$ cat src/design/tscs_fifo.sv
// ----------------------------------------------------------------------------
// tscs_fifo
// Small register-based queue with a level output, used between the parts of
// the unit and in front of the result ports.
// ----------------------------------------------------------------------------
module tscs_fifo #(
	parameter int WIDTH = 8,
	parameter int DEPTH = 4,
	parameter int CNT_W = $clog2(DEPTH + 1)
) (
	input  logic             clk,
	input  logic             arst_n,
	input  logic             push,
	input  logic [WIDTH-1:0] wdata,
	output logic             full,
	input  logic             pop,
	output logic [WIDTH-1:0] rdata,
	output logic             empty,
	output logic [CNT_W-1:0] count
);

	localparam int PTR_W = (DEPTH > 1) ? $clog2(DEPTH) : 1;
	localparam logic [PTR_W-1:0] LAST = PTR_W'(DEPTH - 1);

	logic [WIDTH-1:0] mem_q [DEPTH];
	logic [PTR_W-1:0] wr_ptr_q;
	logic [PTR_W-1:0] rd_ptr_q;
	logic [CNT_W-1:0] count_q;
	logic             do_push;
	logic             do_pop;

	assign full    = (count_q == CNT_W'(DEPTH));
	assign empty   = (count_q == '0);
	assign count   = count_q;
	assign rdata   = mem_q[rd_ptr_q];
	assign do_push = push && !full;
	assign do_pop  = pop && !empty;

	always_ff @(posedge clk or negedge arst_n) begin
		if (!arst_n) begin
			wr_ptr_q <= '0;
			rd_ptr_q <= '0;
			count_q  <= '0;
		end else begin
			if (do_push) begin
				wr_ptr_q <= (wr_ptr_q == LAST) ? '0 : wr_ptr_q + PTR_W'(1);
			end
			if (do_pop) begin
				rd_ptr_q <= (rd_ptr_q == LAST) ? '0 : rd_ptr_q + PTR_W'(1);
			end
			if (do_push && !do_pop) begin
				count_q <= count_q + CNT_W'(1);
			end else if (do_pop && !do_push) begin
				count_q <= count_q - CNT_W'(1);
			end
		end
	end

	always_ff @(posedge clk) begin
		if (do_push) begin
			mem_q[wr_ptr_q] <= wdata;
		end
	end

endmodule

$ cat config.mk
export PLATFORM = sky130hd
export DESIGN_NAME = tscs_fifo
export DESIGN_NICKNAME = d
export VERILOG_FILES = /design/src/design/tscs_fifo.sv
export SDC_FILE = /design/constraint.sdc
export NUM_CORES = 1
export LEC_CHECK = 0
export ABC_AREA = 1
export BUFFER_PORTS_ARGS = -buffer_cell sky130_fd_sc_hd__buf_2
export CAP_MARGIN = 40
export CORE_MARGIN = 5
export CORE_UTILIZATION = 45
export DETAILED_ROUTE_END_ITERATION = 8
export HOLD_SLACK_MARGIN = 0.06
export MAX_ROUTING_LAYER = met4
export PLACE_DENSITY_LB_ADDON = 0.05
export SLEW_MARGIN = 10
export SYNTH_ARGS = -nofsm -noshare
export SYNTH_HDL_FRONTEND = slang
export SYNTH_SLANG_ARGS = --single-unit
$ cat constraint.sdc
create_clock -name clk -period 4.25 [get_ports clk]
set_input_delay 0.6375 -clock clk [delete_from_list [all_inputs] [get_ports clk]]
set_output_delay 0.6375 -clock clk [all_outputs]
set_load 0.05 [all_outputs]
======== After elaboration in Yosys (flattened, before gate mapping) ========
Memories as Yosys holds them, arrays and structs flattened.
Index checks and enable logic that the tools add are counted.
storage, ports and cells
  word-level logic and storage cells ...... 27
  RAM bits ................................ 32
  memories kept ........................... 1
  bits in registers ....................... 7
operators by class
  add/sub/neg operators ................... 4
  mux-type cells .......................... 6
  eq/ne operators ......................... 3
  reductions and logical operators ........ 10
memories
  memory  words  bits a word  read ports  clocked after memory_dff  wr ports  line  source
  mem_q   4      8            1           0                         1         25    logic [WIDTH-1:0] mem_q [DEPTH];
operators by type and width
  operator                                                             count
  3-bit 2-to-1 mux                                                     2
  2-bit by 1-bit adder with 2-bit output (second input constant)       2
  2-bit equality test (second input constant)                          2
  1-bit logical AND                                                    4
  1-bit logical NOT                                                    4
  2-bit 2-to-1 mux                                                     2
  3-bit by 1-bit adder with 3-bit output (second input constant)       1
  3-bit equality test (second input constant)                          1
  3-bit logical NOT                                                    1
  3-bit by 1-bit subtractor with 3-bit output (second input constant)  1
  1-bit 2-to-1 mux                                                     2
  2-bit nonzero test                                                   1

======== Logic depth before layout (Yosys ltp) ========
  depth in word-level cells ............... 7
  gate-level depth with buffers ........... 12
  gate-level depth less buffers ........... 12

======== Worst setup path before layout ========
OpenSTA, ideal clock, no wires.
  kind .................................... reg-to-reg
  start ................................... register count_q[1] (netlist: count[1])
  end ..................................... register count_q[2] (netlist: count[2])
  path slack .............................. 2.217 ns
  stages on the path, launching flop included .. 12
  arrival time ............................ 1.913 ns
  data required time ...................... 4.130 ns
  buffers on the path ..................... 0
  cells stage by stage .................... dfrtp_1 -> inv_1 -> nand3_1 -> nand2_2 -> inv_1 -> ha_1 -> inv_1 -> fa_1 -> nand2_1 -> nand3_1 -> nand2_1 -> nand2_1
between the ends
  word-level cells in the longest chain between the ends .. 6
ends and longest elaborated chain
  what                          line  source
  from (decl)                   28    logic [CNT_W-1:0] count_q;
  from (signal assigned)        52    count_q <= count_q + CNT_W'(1);
  from (signal assigned)        54    count_q <= count_q - CNT_W'(1);
  3-bit equality test (*)       32    assign full = (count_q == CNT_W'(DEPTH));
  1-bit logical NOT (*)         36    assign do_push = push && !full;
  1-bit logical AND (*)         36
  net do_push                   29    logic do_push;
  1-bit logical NOT             53    end else if (do_pop && !do_push) begin
  1-bit logical AND             53
  2-bit nonzero test (no line)  n/a
The timed path passes the listed nets; every way through them passes the cells marked *. The select of a mux whose other input is x is not followed.
A chain may end at the register's enable or synchronous reset.

======== Worst setup path in the final report ========
  start ................................... register rd_ptr_q[1]
  end ..................................... output rdata[7]
between the ends
  word-level cells in the longest chain between the ends .. 1
ends and longest elaborated chain
  what                    line  source
  from (decl)             27    logic [PTR_W-1:0] rd_ptr_q;
  from (signal assigned)  49    rd_ptr_q <= (rd_ptr_q == LAST) ? '0 : rd_ptr_q + PTR_W'(1);
  memory 4 x 8 bit        n/a
  to (decl)               17    output logic [WIDTH-1:0] rdata,
Every way passes these cells.

==> metrics.csv <==
stage;metric;value;unit
run_status;status;complete, no violations;
global_route;track_usage;13.6;%
worst_setup_path;crit_fanout;11;
clocking;clock-root-buffer;clkbuf_8;
timing;rsz0062_at_grt;false;
global_route;grt_pass1_wl;5200;um
detailed_routing;vias_per_cell;4.86;
clocking;htree_levels;2;
detailed_routing;drtIter0Drc;83;
power;vdd_drop_max;372;uV
die;die_x;72.5;um
logic_synthesis;syn_inst;154;
timing;timing.fmax;0.442;GHz
die;ios;25;
placement;gp_congestion;0.791;
detailed_routing;dr.pass1.iters;4;
clocking;post_cts_buffers;0;
clocking;numCtsBuffers;5;
logic_synthesis;avgSynthCellArea;11.4;um^2
power;p_comb_share;47.6;%
worst_setup_path;critical_path_arrival;1.62;ns
placement;io_buffer_count;24;
clocking;cts_tree;built;
die;core-area;3720;um^2
worst_setup_path;required;3.61;ns
logic_synthesis;synth_nets;173;
timing;finClkSkew;0.00250;ns
detailed_routing;drc_errors;0;
placement;place_ws;2.28;ns
logic_synthesis;synth_area;1760;um^2
timing;slew_headroom;46.0;%
timing;setup_viol;0;
worst_setup_path;start_kind;flop;
power;clockPowerShare;14.6;%
layout;antenna_cells;0;
clocking;clk_pin_slew;0.07;ns
job;maxCapViolCount;0;
detailed_routing;wirelength;3030;um
die;dieArea;5260;um^2
layout;drive_gt1_share;18.6;%
timing;fin_crit_sh;53.2;%
worst_setup_path;cp-end-kind;output port;
worst_setup_path;critPathSlowestCell;dfrtp_1;
timing;period_needed;2.26;ns
power;power_frac_seq;37.7;%
power;p_sw_share;46.8;%
timing;final_max_slew_viol_count;0;
logic_synthesis;ys_ff_latch;39;
worst_setup_path;crit_type;reg -> out;
detailed_routing;wl_per_cell;13.1;um
global_route;grt_pass1_vias;1102;
power;p_int;0.000832;W
power;power_switching;0.000732;W
timing;worst_slew_pin_slew;0.807;ns
clocking;cts_resized;0;
clocking;cts.sinks;39;
power;power_density;788;nW/um^2
die;num_rows;22;
global_route;antenna_found_initial;0;
clocking;cts_max_path_buffers;2;
layout;n_fill_cell;345;
detailed_routing;num_vias;1123;
worst_setup_path;crit_chain;inv_1 > o211ai_1 > nand2_1 > buf_2;
layout;area_delta_synth_final;12.9;%
layout;nets;201;
logic_synthesis;yosys_warnings;0;
clocking;cts_hold_buffers;0;
die;chipHeight;72.5;um
global_route;grt_max_degree;25;
timing;worst_slack;1.99;ns
logic_synthesis;yosysUniqueCellTypes;16;
detailed_routing;detail-route-antenna-nets;0;
worst_setup_path;reg2regPathDepth;9;
min_path;hp-class;in -> async;
timing;fin_setup_tns;0;ns
timing;hold_viol_final;0;
clocking;clk_latency;0.28;ns
power;p_leak;0.895;nW
global_route;overflow;0;
worst_setup_path;max_stage_delay;0.62;ns
logic_synthesis;yosysSeqAreaShare;64.6;%
placement;dpl.hpwl;2270;um
die;initial_utilization;47.3;%
[stage by stage]
stage	cell area (um^2)	util [%]	hold WS, ns	cells	power [W]
2_1_floorplan	1760	-	0.342	154	0.00120
3_3_place_gp	1880	50.7	0.482	221	0.00132
4_1_cts	1990	53.4	0.178	231	0.00159
3_5_place_dp	1910	51.3	0.489	223	0.00136
6_report	1990	53.4	0.182	231	0.00156
5_1_grt	1990	53.4	0.180	231	0.00167
[power groups by stage]
stage / clock network [W] / logic, W / registers (W)
6_report: 0.000229 / 0.000745 / 0.000590
5_1_grt: 0.000252 / 0.000815 / 0.000605
4_1_cts: 0.000239 / 0.000758 / 0.000591
3_5_place_dp: 0 / 0.000757 / 0.000598
3_3_place_gp: 0 / 0.000696 / 0.000620
2_1_floorplan: 0 / 0.000593 / 0.000612
[area by class of cell]
cell class	instances	area, um^2	share of cell area, %
multi-input cells	78	447	22.5
repair buffers	26	143	7.18
flip-flops and latches	39	1140	57.2
clock buffers	8	80.1	4.03
inverters	32	120	6.05
well taps	48	60.1	3.02
[placed cells by master (no fill, tap or decap)]
cell      Yosys  routed
buf_2         0      24
buf_4         0       1
buf_8         0       1
clkbuf_1      0       3
clkbuf_8      0       5
dfrtp_1       7       7
edfxtp_1     32      32
fa_1          1       1
ha_1          6       6
inv_1        31      31
inv_2         1       1
nand2_1      38      38
nand2_2       1       1
nand3_1       7       7
nand4_1       1       1
nor2_1        6       6
o211ai_1     15      15
o211ai_2      1       1
o21ai_0       1       1
xnor2_1       1       1
[kinds of logic after synthesis]
family / synth area share [%]
simple gates: 12.1
compound gates: 7.40
flops: 64.6
fa+ha+maj: 5.41
buf+inv: 10.0
xor+xnor: 0.498
[cell usage after synthesis]
| cell type | instances | area [um^2] |
|---|---|---|
| buf_6 | 5 | 56.3 |
| dfrtp_1 | 7 | 175 |
| edfxtp_1 | 32 | 961 |
| fa_1 | 1 | 20.0 |
| ha_1 | 6 | 75.1 |
| inv_1 | 31 | 116 |
| inv_2 | 1 | 3.75 |
| nand2_1 | 38 | 143 |
| nand2_2 | 1 | 6.26 |
| nand3_1 | 7 | 35.0 |
| nand4_1 | 1 | 6.26 |
| nor2_1 | 6 | 22.5 |
| o211ai_1 | 15 | 113 |
| o211ai_2 | 1 | 12.5 |
| o21ai_0 | 1 | 5.00 |
| xnor2_1 | 1 | 8.76 |
[sequential cells by signal, summed over array words and instances, names as in the netlist]
signal    flops
mem_q        32
wr_ptr_q      2
rd_ptr_q      2
count         3
[critical path, delay by kind of cell, from the launching register on]
family,cells,cell delay (ns)
DFF,1,0.62
buffers and inverters,2,0.49
and+or+nand+nor,1,0.07
AOI/OAI and AO/OA,1,0.16
[layer usage]
| layer | up-vias | GRT usage (%) | wire, um |
|---|---|---|---|
| li1 | 560 | - | - |
| met4 | 0 | 4.92 | 45 |
| met1 | 533 | 16.6 | 1380 |
| met3 | 6 | 4.57 | 148 |
| met2 | 24 | 20.8 | 1460 |
| met5 | - | - | 0 |
[worst paths after layout]
path	startpoint	end	slack, ns
min	arst_n	wr_ptr_q[1]	0.18
max reg2reg	count[0]	count[1]	2.36
max in group asynchronous	arst_n	wr_ptr_q[0]	3.91
min in group clk	count[2]	count[2]	0.52
min reg2reg	count[2]	count[2]	0.52
max	rd_ptr_q[1]	rdata[7]	1.99
No activity file was read; power rests on OpenSTA's default activity.
