<file path="src/design/tscs_pkg.sv">
// ----------------------------------------------------------------------------
// tscs_pkg
// Shared types and constants of the triggered sample capture and statistics
// unit: command and register codes, the decoded operation and the result beat.
// ----------------------------------------------------------------------------
package tscs_pkg;

	localparam int BUFFER_DEPTH_DEF = 1024;
	localparam int QUEUE_DEPTH      = 4;
	localparam int LEVEL_W          = $clog2(QUEUE_DEPTH + 1);

	localparam int CMD_W    = 3;
	localparam int SAMPLE_W = 12;
	localparam int RIDX_W   = 10;
	localparam int COUNT_W  = 11;
	localparam int STAT_W   = 32;
	localparam int STATUS_W = 2;
	localparam int CFG_AW   = 2;
	localparam int CFG_DW   = 11;

	localparam logic [CMD_W-1:0] CMD_SAMPLE = 3'd0;
	localparam logic [CMD_W-1:0] CMD_START  = 3'd1;
	localparam logic [CMD_W-1:0] CMD_STOP   = 3'd2;
	localparam logic [CMD_W-1:0] CMD_CLEAR  = 3'd3;
	localparam logic [CMD_W-1:0] CMD_READ   = 3'd4;

	localparam logic [STATUS_W-1:0] ST_IDLE       = 2'd0;
	localparam logic [STATUS_W-1:0] ST_CONFIGURED = 2'd1;
	localparam logic [STATUS_W-1:0] ST_RUNNING    = 2'd2;
	localparam logic [STATUS_W-1:0] ST_COMPLETE   = 2'd3;

	localparam logic [CFG_AW-1:0] REG_TARGET     = 2'd0;
	localparam logic [CFG_AW-1:0] REG_CONTINUOUS = 2'd1;
	localparam logic [CFG_AW-1:0] REG_LOCKIN     = 2'd2;

	typedef enum logic [2:0] {
		OP_NOP    = 3'd0,
		OP_SAMPLE = 3'd1,
		OP_START  = 3'd2,
		OP_STOP   = 3'd3,
		OP_CLEAR  = 3'd4,
		OP_READ   = 3'd5
	} op_kind_t;

	typedef struct packed {
		op_kind_t              kind;
		logic [SAMPLE_W-1:0]   sample;
		logic [RIDX_W-1:0]     entry_index;
	} op_t;

	typedef struct packed {
		logic [STATUS_W-1:0]   status;
		logic                  not_ready;
		logic                  complete_event;
		logic [COUNT_W-1:0]    stored_count;
		logic [SAMPLE_W-1:0]   recent_sample;
		logic [SAMPLE_W-1:0]   lowest_sample;
		logic [SAMPLE_W-1:0]   highest_sample;
		logic [STAT_W-1:0]     sample_sum;
		logic [STAT_W-1:0]     samples_seen;
		logic [STAT_W-1:0]     lockin_sum;
		logic [STAT_W-1:0]     lockin_tally;
		logic [SAMPLE_W-1:0]   read_data;
	} result_t;

endpackage

</file>
<file path="src/design/tscs_fifo.sv">
// ----------------------------------------------------------------------------
// tscs_fifo
// Small register-based queue with a level output, used between the parts of
// the unit and in front of the result ports.
// ----------------------------------------------------------------------------
module tscs_fifo #(
	parameter int WIDTH = 8,
	parameter int DEPTH = 4,
	parameter int CNT_W = $clog2(DEPTH + 1)
) (
	input  logic             clk,
	input  logic             arst_n,
	input  logic             push,
	input  logic [WIDTH-1:0] wdata,
	output logic             full,
	input  logic             pop,
	output logic [WIDTH-1:0] rdata,
	output logic             empty,
	output logic [CNT_W-1:0] count
);

	localparam int PTR_W = (DEPTH > 1) ? $clog2(DEPTH) : 1;
	localparam logic [PTR_W-1:0] LAST = PTR_W'(DEPTH - 1);

	logic [WIDTH-1:0] mem_q [DEPTH];
	logic [PTR_W-1:0] wr_ptr_q;
	logic [PTR_W-1:0] rd_ptr_q;
	logic [CNT_W-1:0] count_q;
	logic             do_push;
	logic             do_pop;

	assign full    = (count_q == CNT_W'(DEPTH));
	assign empty   = (count_q == '0);
	assign count   = count_q;
	assign rdata   = mem_q[rd_ptr_q];
	assign do_push = push && !full;
	assign do_pop  = pop && !empty;

	always_ff @(posedge clk or negedge arst_n) begin
		if (!arst_n) begin
			wr_ptr_q <= '0;
			rd_ptr_q <= '0;
			count_q  <= '0;
		end else begin
			if (do_push) begin
				wr_ptr_q <= (wr_ptr_q == LAST) ? '0 : wr_ptr_q + PTR_W'(1);
			end
			if (do_pop) begin
				rd_ptr_q <= (rd_ptr_q == LAST) ? '0 : rd_ptr_q + PTR_W'(1);
			end
			if (do_push && !do_pop) begin
				count_q <= count_q + CNT_W'(1);
			end else if (do_pop && !do_push) begin
				count_q <= count_q - CNT_W'(1);
			end
		end
	end

	always_ff @(posedge clk) begin
		if (do_push) begin
			mem_q[wr_ptr_q] <= wdata;
		end
	end

endmodule

</file>
<file path="src/design/tscs_front.sv">
// ----------------------------------------------------------------------------
// tscs_front
// Accepts command beats, decodes the command code into an operation and
// queues it for the execution side.
// ----------------------------------------------------------------------------
module tscs_front import tscs_pkg::*; (
	input  logic                clk,
	input  logic                arst_n,
	input  logic                push,
	input  logic [CMD_W-1:0]    cmd,
	input  logic [SAMPLE_W-1:0] sample,
	input  logic [RIDX_W-1:0]   entry_index,
	output logic                full,
	output logic                op_valid,
	output op_t                 op,
	input  logic                op_take
);

	op_t  dec;
	logic op_empty;

	always_comb begin
		dec.sample      = sample;
		dec.entry_index = entry_index;
		unique case (cmd)
			CMD_SAMPLE: dec.kind = OP_SAMPLE;
			CMD_START:  dec.kind = OP_START;
			CMD_STOP:   dec.kind = OP_STOP;
			CMD_CLEAR:  dec.kind = OP_CLEAR;
			CMD_READ:   dec.kind = OP_READ;
			default:    dec.kind = OP_NOP;
		endcase
	end

	tscs_fifo #(
		.WIDTH ($bits(op_t)),
		.DEPTH (QUEUE_DEPTH)
	) u_op_queue (
		.clk    (clk),
		.arst_n (arst_n),
		.push   (push),
		.wdata  (dec),
		.full   (full),
		.pop    (op_take),
		.rdata  (op),
		.empty  (op_empty),
		.count  ()
	);

	assign op_valid = !op_empty;

endmodule

</file>
<file path="config.mk">
export PLATFORM = sky130hd
export DESIGN_NAME = tscs_front
export DESIGN_NICKNAME = d
export VERILOG_FILES = /design/src/design/tscs_pkg.sv /design/src/design/tscs_fifo.sv /design/src/design/tscs_front.sv
export SDC_FILE = /design/constraint.sdc
export NUM_CORES = 1
export LEC_CHECK = 0
export BUFFER_PORTS_ARGS = -buffer_cell sky130_fd_sc_hd__clkbuf_2
export CAP_MARGIN = 10
export CORE_ASPECT_RATIO = 1.1
export CORE_UTILIZATION = 61
export DETAILED_ROUTE_END_ITERATION = 10
export GPL_TIMING_DRIVEN = 1
export PLACE_DENSITY = 0.84
export RECOVER_POWER = 100
export SLEW_MARGIN = 40
export SYNTH_ARGS = -nofsm -noshare
export SYNTH_HDL_FRONTEND = slang
export SYNTH_SLANG_ARGS = --single-unit
export TNS_END_PERCENT = 50
</file>
<file path="constraint.sdc">
create_clock -name clk -period 4.2 [get_ports clk]
set_clock_uncertainty 0.2 [all_clocks]
set_input_delay 0.42 -clock clk [delete_from_list [all_inputs] [get_ports clk]]
set_output_delay 0.42 -clock clk [all_outputs]
set_load 0.01 [all_outputs]
</file>
[Yosys cells after proc, flatten, opt, wreduce, memory -nomap -nowiden]
Memories as Yosys holds them, arrays and structs flattened.
Cells that the tools add are included.
W data, S select, Z words.
Storage, ports and cells
  output and inout port bits: 27
  bits in latches: 0
  memories: 1
  input bits: 29
  memory bits (read-only): 0
  RAM bits: 100
  flip-flop bits (word level): 7
Memories
  u_op_queue.mem_q: depth 4, bits a word 25, read ports 1, clocked after Yosys merged registers in 0, wr ports 1, line tscs_fifo.sv:25  | logic [WIDTH-1:0] mem_q [DEPTH];
Operators by class
  bitwise gates (word level): 0
  order comparisons: 0
  equality and inequality tests: 7
  multiplexer cells: 7
  div/mod/pow operators: 0
  reductions and logical operators: 11
  shifts and indexed selects: 0
  add/sub/neg operators: 4
  multipliers: 0
Operators with widths (count)
  $pmux W3 S5: 1
  $eq A3 B2 Y1 const B: 2
  $eq A3 B3 Y1 const B: 2
  $logic_not A3 Y1: 2
  $mux W3: 2
  $add A2 B1 Y2 const B: 2
  $eq A2 B2 Y1 const B: 2
  $logic_and A1 B1 Y1: 4
  $logic_not A1 Y1: 4
  $mux W2: 2
  $add A3 B1 Y3 const B: 1
  $eq A3 B1 Y1 const B: 1
  $sub A3 B1 Y3 const B: 1
  $mux W1: 2
  $reduce_bool A2 Y1: 1

[Logic depth before layout (Yosys ltp)]
Gate-level depths: netlist of the first run.
  word-level depth: 7
  mapped depth: 8

[Cells and area by module]
Synthesis of the first run repeated with hierarchy kept, for this count alone.
Unflattened totals
  cells, all modules: 175
  area, all modules: 4091.4 sq um
By module, submodules not included
  tscs_fifo: cells each 168, area each 4053.9 sq um, sequential area each 3178.0 sq um, instances 1
  tscs_front: cells each 7, area each 37.5 sq um, sequential area each 0.0 sq um, instances 1

[Worst setup path after synthesis of the first run]
OpenSTA, ideal clock, no wires.
  path type: register -> register
  start point: register u_op_queue.wr_ptr_q[0]
  end point: memory u_op_queue.mem_q[3][0] in the netlist's numbering (enable)
  library setup time: 0.407 ns
  arrival: 1.671 ns
  stages on the path, launching flop included: 4
  slack: 1.922 ns
  data required time: 3.593 ns
  clock period less this slack: 2.278 ns
  cells stage by stage: dfrtp_1 > ha_1 > nand2_1 > nor2_1
RTL lines
  from (decl): line tscs_fifo.sv:26  | logic [PTR_W-1:0] wr_ptr_q;
  from (signal assigned): line tscs_fifo.sv:46  | wr_ptr_q <= (wr_ptr_q == LAST) ? '0 : wr_ptr_q + PTR_W'(1);
  to (decl): line tscs_fifo.sv:25
No word-level cell before the write port.

[Worst setup path after layout of the first run]
  start point: register u_op_queue.count_q[2] (netlist: u_op_queue.count[2])
  end point: memory u_op_queue.mem_q[2][1] in the netlist's numbering (enable)
On the way
  cells in the longest elaborated chain, start to end: 5
Ends and longest elaborated chain
  from (decl): line tscs_fifo.sv:28  | logic [CNT_W-1:0] count_q;
  from (signal assigned): line tscs_fifo.sv:52  | count_q <= count_q + CNT_W'(1);
  from (signal assigned): line tscs_fifo.sv:54  | count_q <= count_q - CNT_W'(1);
  $eq A3 B3 Y1: line tscs_fifo.sv:32  | assign full = (count_q == CNT_W'(DEPTH));
  $logic_not A1 Y1: line tscs_fifo.sv:36  | assign do_push = push && !full;
  $logic_and A1 B1 Y1: line tscs_fifo.sv:36
  net u_op_queue.do_push: line tscs_fifo.sv:29  | logic do_push;
  $mux W1: line tscs_fifo.sv:60  | if (do_push) begin
  $mux W1 (not written as such): line tscs_fifo.sv:61  | mem_q[wr_ptr_q] <= wdata;
The timed path passes the listed nets, and every way through them passes these cells.

==> results.md, run 1 <==
Status:
- The run finished, with violations left.
- The final reports fail on max-capacitance violations, max-slew violations.

GRT:
- Global routing used 20.4% of the available tracks.
- The initial antenna violation count is 0.
- The largest net degree at the start of global routing is 29.
- The sum of overflow across all layers after global routing is 0.
- The first global-routing pass estimated 9890 um of wire.
- The number of global-route vias before repair is 1,936.

STA:
- Of the available clock period, the critical path in the final layout requires 73.8%.
- Setup repair after global routing left no endpoint under its margin.
- The number of hold-slack violations in the final timing report was 0.
- The worst relative slew slack is -2.70%.
- The maximum achievable frequency is 0.323 GHz.
- Setup violations remaining at the end of the flow were counted as 0.
- The slew of the pin with the lowest slew margin is 1540 ps.
- The setup TNS is 0 ps.
- The final critical delay including setup and external delays is 3100 ps.
- The number of pins exceeding their max-slew limit in the final report came to 26.

Detailed routing:
- The total length of routed met3 wires is 339 um.
- Detailed routing placed a total of 3500 um of wire on met2.
- The first routing iteration left 79 violations.
- The routed design has 6610 um of wire.
- For this run, design rule violations remaining after detail routing come to 0.
- Across all layers, the routed design uses 1,892 vias.
- The detail-routed net length per standard cell is 20.2 um.
- The met1 wire length is 2610 um.
- For this run, the detailed router's first-pass iteration total came to 4.
- Dividing the detail-routed via count by the number of cells gives 5.79.
- The top layer reached by signal wires is met4.
- The count of antenna-violating nets left after detailed routing is 0.

Power and ir drop:
- The switching power summed over all nets is 917 uW.
- Internal power comes to 2.29 mW.
- Net switching is 28.6% of the power.
- The power share of the combinational group is 25.3%.
- The static leakage is 1.55 nW.
- The worst-case IR drop observed on VDD is 0.461 mV.
- Per report_power, the sequential group accounts for 50.4% of the total.
- The power after layout is 3.21 mW.
- The cell area power density is 687 nW/um^2.
- The share of total power in the clock network is 24.3%.

Worst setup path:
- In this run the worst path has a maximum fanout of 16.
- The worst setup path is launched from a register.
- At the worst endpoint, the required time is 3980 ps.
- Tracing the worst setup path back leads to its startpoint at u_op_queue.count[2]$_DFFE_PN0P_.
- Setup slack on the worst reg-to-reg path comes out at 1100 ps.
- The arrival time of the worst setup path is 2880 ps.
- The worst setup path is captured at a register.
- The launching point of the worst reg2reg path is u_op_queue.count[2]$_DFFE_PN0P_.
- The type of the worst setup path is reg2reg.

Clocking:
- The post-cts resize count is 0.
- The number of clock sinks is 107.
- In this run the number of H-tree levels came out at 3.
- CTS placed an instance of clkbuf_8 at the clock tree root.
- The number of buffers added to fix hold violations after cts is 1.
- The number of buffers created by CTS is 9.
- Clock-pin slew was measured on the worst setup and hold paths at 90 ps.
- The maximum clock insertion buffer count is 2.
- The number of buffers added for setup after CTS is 0.
- TritonCTS built the clock tree.
- The later pin in the worst-skew pair is clocked with a latency of 350 ps.

Synthesis:
- The number of storage elements in the synthesis netlist is 107.
- The simple-gate share of the synthesized area is 2.47%.
- Of the total synthesized cell area, the portion taken by XOR and XNOR cells is 0.844%.
- The area share of fa/ha/maj cells after synthesis is 2.29%.
- The number of different library cells in the post-synthesis netlist is 23.
- The dominant combinational cell family by area after synthesis is multiplexers.
- The synthesized netlist net count is 211.
- The synthesized netlist devotes 0.241% of its cell area to compound gates.
- The dominant synthesized flop cell is edfxtp_1.
- The share of the Yosys chip area taken by registers is 76.6%.
- The number of warning messages in the yosys log is 0.
- The number of flops mapped to enable cells by yosys is 100.
- The portion of synthesized area spent on multiplexers is 15.7%.
- Counting flops with an async set or reset pin after synthesis yields a share of 6.54%.
- The mapped netlist covers 4150 um^2.
- The cell count after synthesis is 175.
- The average size of a mapped cell is 23.7 um^2.

Final layout:
- The area added between synthesis and finish is 12.5%.
- For this run, the post-layout net count is 276.
- The repair_antennas step left the layout with diodes totalling 0.
- In the final layout, the share of cells above drive strength 1 is 18.4%.

Die:
- In this run the vertical extent of the chip is 88.5 um.
- The core footprint is 6590 um^2.
- The initial utilization of the core area, before any placement, comes to 63.0%.
- The floorplan step defined a die boundary enclosing 7140 um^2.
- The die width is 80.7 um.
- The top-level I/O count is 56.
- The number of placement rows is 31.

Worst hold path:
- The startpoint of the most critical hold path is sample[1].
- The worst min-delay path class is in2reg.

Run:
- Across the run, the number of max-cap violations was 1.

Placement:
- The count of input and output buffers is 55.
- Detailed placement ended at an HPWL of 4100 um.
- The weighted congestion reported at the end of routability-driven placement is 0.677.
registers in the layout, summed over array words and instances (netlist names):
register	cells
u_op_queue.rd_ptr_q	2
u_op_queue.count	3
u_op_queue.wr_ptr_q	2
u_op_queue.mem_q	100
stage by stage:
| stage | cells | utilization, % | instance area, um^2 | worst slack [ps] | hold WS [ps] |
|---|---|---|---|---|---|
| 6_report | 327 | 70.8 | 4670 | 1100 | 125 |
| 5_1_grt | 327 | 70.8 | 4670 | 890 | 121 |
| 4_1_cts | 327 | 72.4 | 4770 | 1560 | 59.7 |
| 3_5_place_dp | 310 | 68.3 | 4500 | 1900 | 66.1 |
| 3_3_place_gp | 310 | 68.2 | 4500 | 1800 | 68.5 |
| 2_1_floorplan | 175 | - | 4150 | 1920 | -75.6 |
cell families after synthesis:
| logic type | after synthesis |
|---|---|
| mux | 30 |
| flops | 107 |
| compound gates | 2 |
| buf+inv | 9 |
| fa+ha+maj | 7 |
| xor+xnor | 4 |
| simple gates | 16 |
power by group through the flow:
| stage | logic [mW] | clock network, mW | registers [mW] |
|---|---|---|---|
| detailed placement | 0.883 | 0 | 1.65 |
| CTS | 0.898 | 0.790 | 1.63 |
| global route | 0.894 | 0.829 | 1.65 |
| global placement | 0.871 | 0 | 1.63 |
| finish | 0.813 | 0.778 | 1.62 |
| floorplan | 0.745 | 0 | 1.50 |
final timing paths:
path / endpoint / cells past startpoint
max: u_op_queue.mem_q[2][1]$_DFFE_PP_ / 4
min: u_op_queue.mem_q[3][11]$_DFFE_PP_ / 1
max reg2reg: u_op_queue.mem_q[2][1]$_DFFE_PP_ / 4
min reg2reg: u_op_queue.count[2]$_DFFE_PN0P_ / 1
max in group asynchronous: u_op_queue.rd_ptr_q[0]$_DFFE_PN0P_ / 2
min in group asynchronous: u_op_queue.count[1]$_DFFE_PN0P_ / 2
final cells by class:
type,count,area [um^2]
Clock buffer,9,124
Clock inverter,7,139
Fill cell,429,1920
Inverter,3,11.3
Multi-Input combinational cell,59,876
Sequential cell,107,3180
Tap cell,82,103
Timing Repair Buffer,60,236
cells in the final DEF, fill, tap and decap left out:
cell and count:
nor2_1 5, nand2_1 3, xor2_1 2, mux4_2 18, nor2_2 1, clkinv_2 2, dfrtp_4 1, inv_1 3
mux2_2 3, fa_1 1, xnor2_1 2, dlygate4sd3_1 1, dfrtp_1 6, mux2_1 1, o21ai_0 1, clkbuf_2 4
and2_0 3, mux4_1 7, nor2b_1 1, ha_1 6, or3_1 1, edfxtp_1 100, clkbuf_1 55, mux2_4 1
nand2_4 1, a21oi_1 1, bufinv_16 4, inv_6 1, nor3b_1 1, clkbuf_8 9
Yosys cell counts, types with 2 or more instances:
cell type  number  share of area (%)
buf_12          2               0.96
xnor2_1         2               0.42
buf_2           3               0.36
xor2_1          2               0.42
nand2_1         3               0.27
mux2_4          2               0.72
inv_1           3               0.27
mux4_2         18                9.8
nor2_1          6               0.54
and2_1          3               0.45
dfrtp_1         7                4.2
ha_1            6                1.8
edfxtp_1      100                 72
mux2_2          3               0.81
mux4_1          7                4.4
layer usage:
metal | GRT usage, % | vias to the layer above
li1 | - | 853
met1 | 23.3 | 977
met2 | 35.8 | 47
met3 | 4.54 | 15
met4 | 11.2 | 0
met5 | 0 | -
critical path, cell delays in order, from the launching register on:
cell and delay [ps]:
dfrtp_1 410, nor3b_1 180, nor2b_1 420, and2_0 690
clkbuf_1 820
Note: power is estimated with default switching activity, not from simulation.
==> run 2: changes to the inputs <==
--- a/config.mk
+++ b/config.mk
@@ -5,13 +5,14 @@
 export SDC_FILE = /design/constraint.sdc
 export NUM_CORES = 1
 export LEC_CHECK = 0
+export ABC_AREA = 1
 export BUFFER_PORTS_ARGS = -buffer_cell sky130_fd_sc_hd__clkbuf_2
 export CAP_MARGIN = 10
 export CORE_ASPECT_RATIO = 1.1
-export CORE_UTILIZATION = 61
+export CORE_UTILIZATION = 52
 export DETAILED_ROUTE_END_ITERATION = 10
 export GPL_TIMING_DRIVEN = 1
-export PLACE_DENSITY = 0.84
+export PLACE_DENSITY = 0.76
 export RECOVER_POWER = 100
 export SLEW_MARGIN = 40
 export SYNTH_ARGS = -nofsm -noshare
==> constraint.sdc (replaced) <==
create_clock -name clk -period 2.6 [get_ports clk]
set_clock_uncertainty 0.2 [all_clocks]
set_input_delay 0.26 -clock clk [delete_from_list [all_inputs] [get_ports clk]]
set_output_delay 0.26 -clock clk [all_outputs]
set_load 0.01 [all_outputs]
==> run 2 against run 1 <==
Against the previous run: the flow now finishes without violations; sequential share of layout area down 7.2 points; die area is 26% higher; final cell count increased by 71%; core utilization is 8.4 points lower; routed wire length is 17% higher; worst setup slack worse by 800 ps; sequential power rose by 52%; area after synthesis up 7.7%; global-route usage shrank 2.0 points; non-clock buffer count up 31; clock power grew 28%.
==> results.md, run 2 <==
Status:
- The flow ran to the end, and the final reports show no timing, DRC or antenna violations.

GRT:
- The initial antenna violation count is 0 (unchanged).
- The sum of overflow across all layers after global routing is 0 (unchanged).
- The global-route wire length before repair was 12,400 um (+25%).
- The largest net degree at the start of global routing came to 40 (+38%).
- The overall track demand over capacity in global routing was 18.4% (-2.0 points).
- The number of global-route vias before repair is 2,702 (+40%).

Final layout:
- The flip-flop count of the largest register after layout is 100 (unchanged).
- The number of nets in the layout was 479 (+74%).
- The top cell types in the final layout, fill and taps aside, are edfxtp_1 (100), nand2_1 (92), inv_1 (64), clkbuf_1 (55), o211ai_1 (50).
- The final standard cell count with taps included and fillers excluded is 559 (+71%).
- The final design area excluding fillers is 5220 um^2 (+12%).
- The largest register by flop count is u_op_queue.mem_q.
- The proportion of layout cells with a drive suffix above 1 is 6.47% (-12 points).
- The area added between synthesis and finish is 16.8%.
- The final design utilization is 62.4% (-8.4 points).
- The number of fill cells was 662 (+54%).
- The most common cell after layout, fill and taps aside is edfxtp_1.
- The final antenna diode count is 0 (unchanged).
- The footprint of the flip-flops and latches was 3180 um^2 (about the same).
- The footprint of the multi-input gates is 915 um^2 (+4.4%).

Clocking:
- The number of clock sinks is 107 (unchanged).
- The clock network latency to the later pin of the worst-skew pair is 360 ps (about the same).
- The clock-pin slew on the worst setup and hold paths is 100 ps (about the same).
- The TritonCTS clock tree is yes.
- The clock tree root driver cell is clkbuf_8.
- The post-cts resize count was 0 (unchanged).
- The number of buffers added for setup after CTS came to 0 (unchanged).
- The number of buffers created by CTS came to 9 (unchanged).
- The maximum clock insertion buffer count was 2 (unchanged).
- The deepest level of the CTS H-tree was 3 (unchanged).

Die:
- The core footprint is 8360 um^2 (+27%).
- The die width is 90.4 um (+12%).
- The initial cell density of the core was 53.5% (-9.5 points).
- The floorplan die height is 99.3 um (+12%).
- The number of placement rows is 35 (+13%).
- The top-level I/O count is 56 (unchanged).
- The die area was 8980 um^2 (+26%).

Detailed routing:
- The number of design rule violations left after detail routing was 0 (unchanged).
- The total via count in the routed design was 2,760 (+46%).
- The number of DRC markers after the initial detailed-route iteration came to 121 (+53%).
- The number of vias per cell after detailed routing is 4.94 (-15%).
- The total iterations of the first detailed-routing run came to 4 (unchanged).
- The final wirelength came to 7710 um (+17%).
- The detail-routed net length per standard cell was 13.8 um (-32%).
- The count of antenna-violating nets left after detailed routing is 0 (unchanged).

Placement:
- The cell total after placement was 518 (+67%).
- The count of input and output buffers was 55 (unchanged).
- The weighted congestion reported at the end of routability-driven placement is 0.712 (+5.3%).
- The post-placement cell area is 4870 um^2 (+8.3%).
- The half-perimeter wire length after detailed placement is 4810 um (+18%).
- The worst-case setup slack after placement is 410 ps (-1490 ps).

Synthesis:
- The async set-reset flop share out of synthesis is 6.54% (unchanged).
- The synthesized netlist net count is 393 (+86%).
- The number of storage elements in the synthesis netlist is 107 (unchanged).
- The share of the synthesized area in the top cell type was 67.2% (-5.2 points).
- The dominant synthesized flop cell is edfxtp_1.
- The number of flops mapped to enable cells by yosys is 100 (unchanged).
- The number of different library cells in the post-synthesis netlist was 18 (-22%).
- Ranked by total cell area, the synthesized netlist is headed by edfxtp_1 (67%), o211ai_1 (8.4%), nand2_1 (7.7%), inv_1 (5.4%), dfrtp_1 (3.9%).
- The sequential fraction of the synthesis area was 71.1% (-5.5 points).
- The average size of a mapped cell was 12.5 um^2 (-47%).
- The cell count after synthesis is 357 (+100%).
- The number of warning messages in the yosys log is 0 (unchanged).
- The library cell occupying the most area in the post-synthesis netlist is edfxtp_1.
- The most frequent cell after synthesis is edfxtp_1.
- The commonest cells after synthesis are edfxtp_1 (100), nand2_1 (92), inv_1 (64).
- The combined area of all synthesized cells is 4470 um^2 (+7.7%).

STA:
- The slew of the pin with the lowest slew margin came to 585 ps (-955 ps).
- The number of hold-slack violations in the final timing report is 0 (unchanged).
- Based on the critical path, the design can be clocked at up to 0.435 GHz.
- The number of pins exceeding their max-slew limit in the final report was 0 (-100%).
- The worst relative slew slack is 61.0% (+64 points).
- The final worst setup slack is 300 ps (-801 ps).
- The final worst-path cycle share is 88.5%.
- Setup repair after global routing left no endpoint under its margin.
- The setup TNS is 0 ps (unchanged).
- The worst hold slack after final layout is 77.0 ps (-48.3 ps).
- The final critical delay including setup and external delays is 2300 ps.
- The final number of setup-violating endpoints is 0 (unchanged).

Worst setup path:
- The critical path is of the reg2out type.
- The arrival time of the worst setup path is 1840 ps (-1040 ps).
- STA classifies the critical path startpoint as a register.
- The biggest fanout along the worst timing path is 25 (+9).
- The endpoint kind of the worst setup timing path is an output pin.
- The data required time at the worst endpoint was 2140 ps (-1840 ps).

Worst hold path:
- In this run the worst hold path is classified as in2reg.

Power and ir drop:
- The cell area power density is 1010 nW/um^2 (+48%).
- The peak supply drop came to 0.552 mV (+20%).
- The power after layout is 5.29 mW (+65%).
- The static leakage is 2.03 nW (+31%).

Run:
- The number of max-capacitance violations reported is 0 (-1).
## run 2: cell types whose count changed in the layout (fill, tap and decap cells not counted), moves of 7 or more
cell           before  now
nand2_1             3   92
inv_1               3   64
o211ai_1            0   50
dlygate4sd3_1       1   25
mux4_2             18    0
mux4_1              7    0
nand3_1             0    7
## run 2: cell type report
cell class                      count  area share (%)
Clock buffer                        9            2.37
Clock inverter                      7            1.49
Tap cell                          111            2.66
Timing Repair Buffer               91            10.4
Multi-Input combinational cell    169            17.5
Inverter                           65            4.67
Sequential cell                   107            60.9
## run 2: power breakdown
part	internal [mW]	switching [mW]
sequential	2.27	0.198
clock	0.449	0.544
combinational	0.636	1.19
## run 2: cell families (layout without fill, tap and decap cells)
logic type,count (synthesis),in the layout,synth area share [%]
buffers and inverters,81,172,8.48
adders and majority gates,7,7,2.13
AOI/OAI and AO/OA,53,53,8.73
DFF,107,107,71.1
xor gates and xnor gates,1,1,0.196
and+or+nand+nor,108,108,9.40
## run 2: path summary, 6_finish.rpt
kind | from | endpoint | slack [ps] | cells after the start
min reg2reg | u_op_queue.count[2]$_DFFE_PN0P_ | u_op_queue.count[2]$_DFFE_PN0P_ | 320 | 2
min in group asynchronous | arst_n | u_op_queue.wr_ptr_q[1]$_DFFE_PN0P_ | 140 | 2
max in group asynchronous | arst_n | u_op_queue.rd_ptr_q[0]$_DFFE_PN0P_ | 1740 | 2
max reg2reg | u_op_queue.count[0]$_DFFE_PN0P_ | u_op_queue.count[1]$_DFFE_PN0P_ | 500 | 9
min | cmd[1] | u_op_queue.mem_q[2][22]$_DFFE_PP_ | 80 | 2
max | u_op_queue.rd_ptr_q[1]$_DFFE_PN0P_ | op[24] | 300 | 4
## run 2: critical path: stages (launching register included)
cell and delay, ps:
dfrtp_1 540, inv_2 480, o211ai_1 170, nand2_1 100, clkbuf_1 190
## run 2: what timing repair did
action                                  4_1_cts  5_1_grt
hold buffers                                 25        0
endpoints found under the setup margin        0        0
endpoints found under the hold margin        99        0
## run 2: routing by layer
layer | share of wire [%] | vias up | track usage, %
li1 | - | 1385 | -
met1 | 44 | 1305 | 20.4
met2 | 52 | 56 | 34.1
met3 | 3.0 | 14 | 3.67
met4 | 1.6 | 0 | 8.56
met5 | 0 | - | 0
==> run 3: changes to the inputs <==
--- a/config.mk
+++ b/config.mk
@@ -9,10 +9,11 @@
 export BUFFER_PORTS_ARGS = -buffer_cell sky130_fd_sc_hd__clkbuf_2
 export CAP_MARGIN = 10
 export CORE_ASPECT_RATIO = 1.1
-export CORE_UTILIZATION = 52
+export CORE_UTILIZATION = 62
 export DETAILED_ROUTE_END_ITERATION = 10
 export GPL_TIMING_DRIVEN = 1
-export PLACE_DENSITY = 0.76
+export MAX_ROUTING_LAYER = met4
+export PLACE_DENSITY = 0.84
 export RECOVER_POWER = 100
 export SLEW_MARGIN = 40
 export SYNTH_ARGS = -nofsm -noshare
==> constraint.sdc (replaced) <==
create_clock -name clk -period 2.7 [get_ports clk]
set_clock_uncertainty 0.2 [all_clocks]
set_input_delay 0.27 -clock clk [delete_from_list [all_inputs] [get_ports clk]]
set_output_delay 0.27 -clock clk [all_outputs]
set_load 0.01 [all_outputs]
==> run 3 against run 2 <==
Against the previous run: register-to-register slack lost 140 ps; routed wire length rose by 5.1%; non-clock buffer count stayed put; first-iteration DRC count is 31% higher; critical path depth is the same; worst setup slack improved by 19 ps; critical path type unchanged; largest cell class unchanged.
==> results.md, run 3 (synthesis gave the netlist of run 2 again) <==
Final layout:
- The proportion of layout cells with a drive suffix above 1 came to 6.25% (-0.22 points).
- The flip-flop count of the largest register after layout is 100 (unchanged).
- Leaving out fill and tap cells, the most frequent cells in the layout are edfxtp_1 (100), nand2_1 (92), inv_1 (64), clkbuf_1 (56), o211ai_1 (50).
- The final standard cell count with taps included and fillers excluded is 533 (-4.7%).
- The largest register by flop count is u_op_queue.mem_q.
- The area added between synthesis and finish is 15.6%.
- The final antenna diode count is 0 (unchanged).
- The number of nets in the layout is 479 (unchanged).
- The final design area excluding fillers is 5170 um^2 (-1.1%).
- The most common cell after layout, fill and taps aside is edfxtp_1.

Worst hold path:
- The worst min-delay path class is in2reg.

Detailed routing:
- The number of DRC markers after the initial detailed-route iteration came to 158 (+31%).
- The count of antenna-violating nets left after detailed routing is 0 (unchanged).
- The number of design rule violations left after detail routing is 0 (unchanged).
- The number of vias per cell after detailed routing is 5.32 (+7.8%).
- The final wirelength was 8100 um (+5.1%).
- The detail-routed net length per standard cell is 15.2 um (+10%).
- The total iterations of the first detailed-routing run is 5 (+1).
- The total via count in the routed design is 2,837 (+2.8%).

Clocking:
- TritonCTS built the clock tree.
- The clock-pin slew on the worst setup and hold paths is 110 ps (about the same).
- The number of clock sinks came to 107 (unchanged).
- The clock network latency to the later pin of the worst-skew pair is 360 ps (about the same).
- The maximum clock insertion buffer count was 2 (unchanged).
- The number of buffers added for setup after CTS came to 0 (unchanged).
- The deepest level of the CTS H-tree came to 3 (unchanged).
- The number of buffers created by CTS was 9 (unchanged).
- The tree is rooted in a clkbuf_8.

STA:
- The final worst-path cycle share is 88.2%.
- The slew of the pin with the lowest slew margin is 1010 ps (+426 ps).
- The final number of setup-violating endpoints was 0 (unchanged).
- The worst relative slew slack is 32.6% (-28 points).
- The number of pins exceeding their max-slew limit in the final report is 0 (unchanged).
- The worst hold slack after final layout is 51.2 ps (-25.8 ps).
- The number of hold-slack violations in the final timing report was 0 (unchanged).
- The final critical delay including setup and external delays is 2380 ps.
- The maximum achievable frequency is 0.420 GHz.
- Setup repair after global routing left no endpoint under its margin.
- The final worst setup slack is 318 ps (+18.6 ps).
- The setup TNS was 0 ps (unchanged).

Worst setup path:
- STA classifies the critical path startpoint as a register.
- Traced cell by cell, the critical path runs through inv_2 > o211ai_1 > nand2_1 > clkbuf_1.
- For this design, the slowest cell found on the critical path is dfrtp_1.
- The critical path is of the reg2out type.
- The data required time at the worst endpoint is 2230 ps (+90 ps).
- The worst stage delay on the critical path was 580 ps (+40 ps).
- The biggest fanout along the worst timing path is 25 (unchanged).
- The kind of cell adding the most delay to the critical path is buffers and inverters.
- The arrival time of the worst setup path is 1910 ps (+70 ps).
- The worst setup path is captured at an output pin.
- The number of buffers and inverters on the critical path is 2 (unchanged).

GRT:
- The number of global-route vias before repair is 2,859 (+5.8%).
- The initial antenna violation count came to 0 (unchanged).
- The largest net degree at the start of global routing is 72 (+80%).
- The sum of overflow across all layers after global routing is 0 (unchanged).
- The overall track demand over capacity in global routing is 23.4% (+5.0 points).
- The global-route wire length before repair came to 13,100 um (+5.7%).

Placement:
- The worst-case setup slack after placement is 552 ps (+143 ps).
- The post-placement cell area came to 4810 um^2 (-1.2%).
- The cell total after placement is 492 (-5.0%).
- The count of input and output buffers is 55 (unchanged).
- The weighted congestion reported at the end of routability-driven placement came to 0.802 (+13%).
- The half-perimeter wire length after detailed placement is 4950 um (+2.8%).

Die:
- The die area is 7560 um^2 (-16%).
- The core footprint is 7010 um^2 (-16%).
- The floorplan die height is 91.1 um (-8.3%).
- The top-level I/O count came to 56 (unchanged).
- The initial cell density of the core was 63.8% (+10 points).
- The die width is 83.0 um (-8.2%).
- The number of placement rows is 32 (-8.6%).

Power and ir drop:
- The cell area power density was 985 nW/um^2 (-2.8%).
- The static leakage is 2.03 nW (+0.22%).
- The peak supply drop is 0.606 mV (+9.8%).

Status:
- The flow ran to the end, and the final reports show no timing, DRC or antenna violations.

Run:
- The number of max-capacitance violations reported was 0 (unchanged).
[run 3: path summary, 6_finish.rpt]
kind	from	cells after the start	slack (ps)	end
setup / recovery	u_op_queue.rd_ptr_q[1]$_DFFE_PN0P_	4	320	op[2]
hold / removal	cmd[0]	2	50	u_op_queue.mem_q[3][22]$_DFFE_PP_
setup reg to reg	u_op_queue.count[0]$_DFFE_PN0P_	5	360	u_op_queue.mem_q[2][1]$_DFFE_PP_
hold reg to reg	u_op_queue.count[2]$_DFFE_PN0P_	2	320	u_op_queue.count[2]$_DFFE_PN0P_
max in group asynchronous	arst_n	2	1850	u_op_queue.rd_ptr_q[0]$_DFFE_PN0P_
min in group asynchronous	arst_n	2	130	u_op_queue.count[0]$_DFFE_PN0P_
[run 3: layout make-up]
cell class	count	area, um^2
Clock buffer	9	124
Clock inverter	7	81.3
Fill cell	490	1840
Inverter	65	244
Multi-Input combinational cell	169	915
Sequential cell	107	3180
Tap cell	85	106
Timing Repair Buffer	91	518
[run 3: routing by layer]
| metal | global-route usage, % | part of all wire, % |
|---|---|---|
| met1 | 26.5 | 40 |
| met5 | - | 0 |
| met3 | 4.45 | 4.2 |
| met4 | 9.20 | 1.1 |
| met2 | 41.1 | 54 |
[run 3: per-stage QoR]
step           utilization, %  power [mW]
2_1_floorplan               -        3.68
3_3_place_gp             68.7        4.15
3_5_place_dp             68.7        4.24
4_1_cts                  75.2        5.22
5_1_grt                  73.8        5.40
6_report                 73.8        5.09
[run 3: where the power goes]
part	internal (mW)	total (mW)	leakage, nW	switching [mW]
registers	2.19	2.33	1.00	0.135
clock network	0.374	0.964	0.104	0.590
logic	0.574	1.80	0.925	1.22
[run 3: timing repair]
item / 4_1_cts / 5_1_grt
hold buffers: 25 / 0
hold endpoints to repair: 99 / 0
resized for setup: 0 / 0
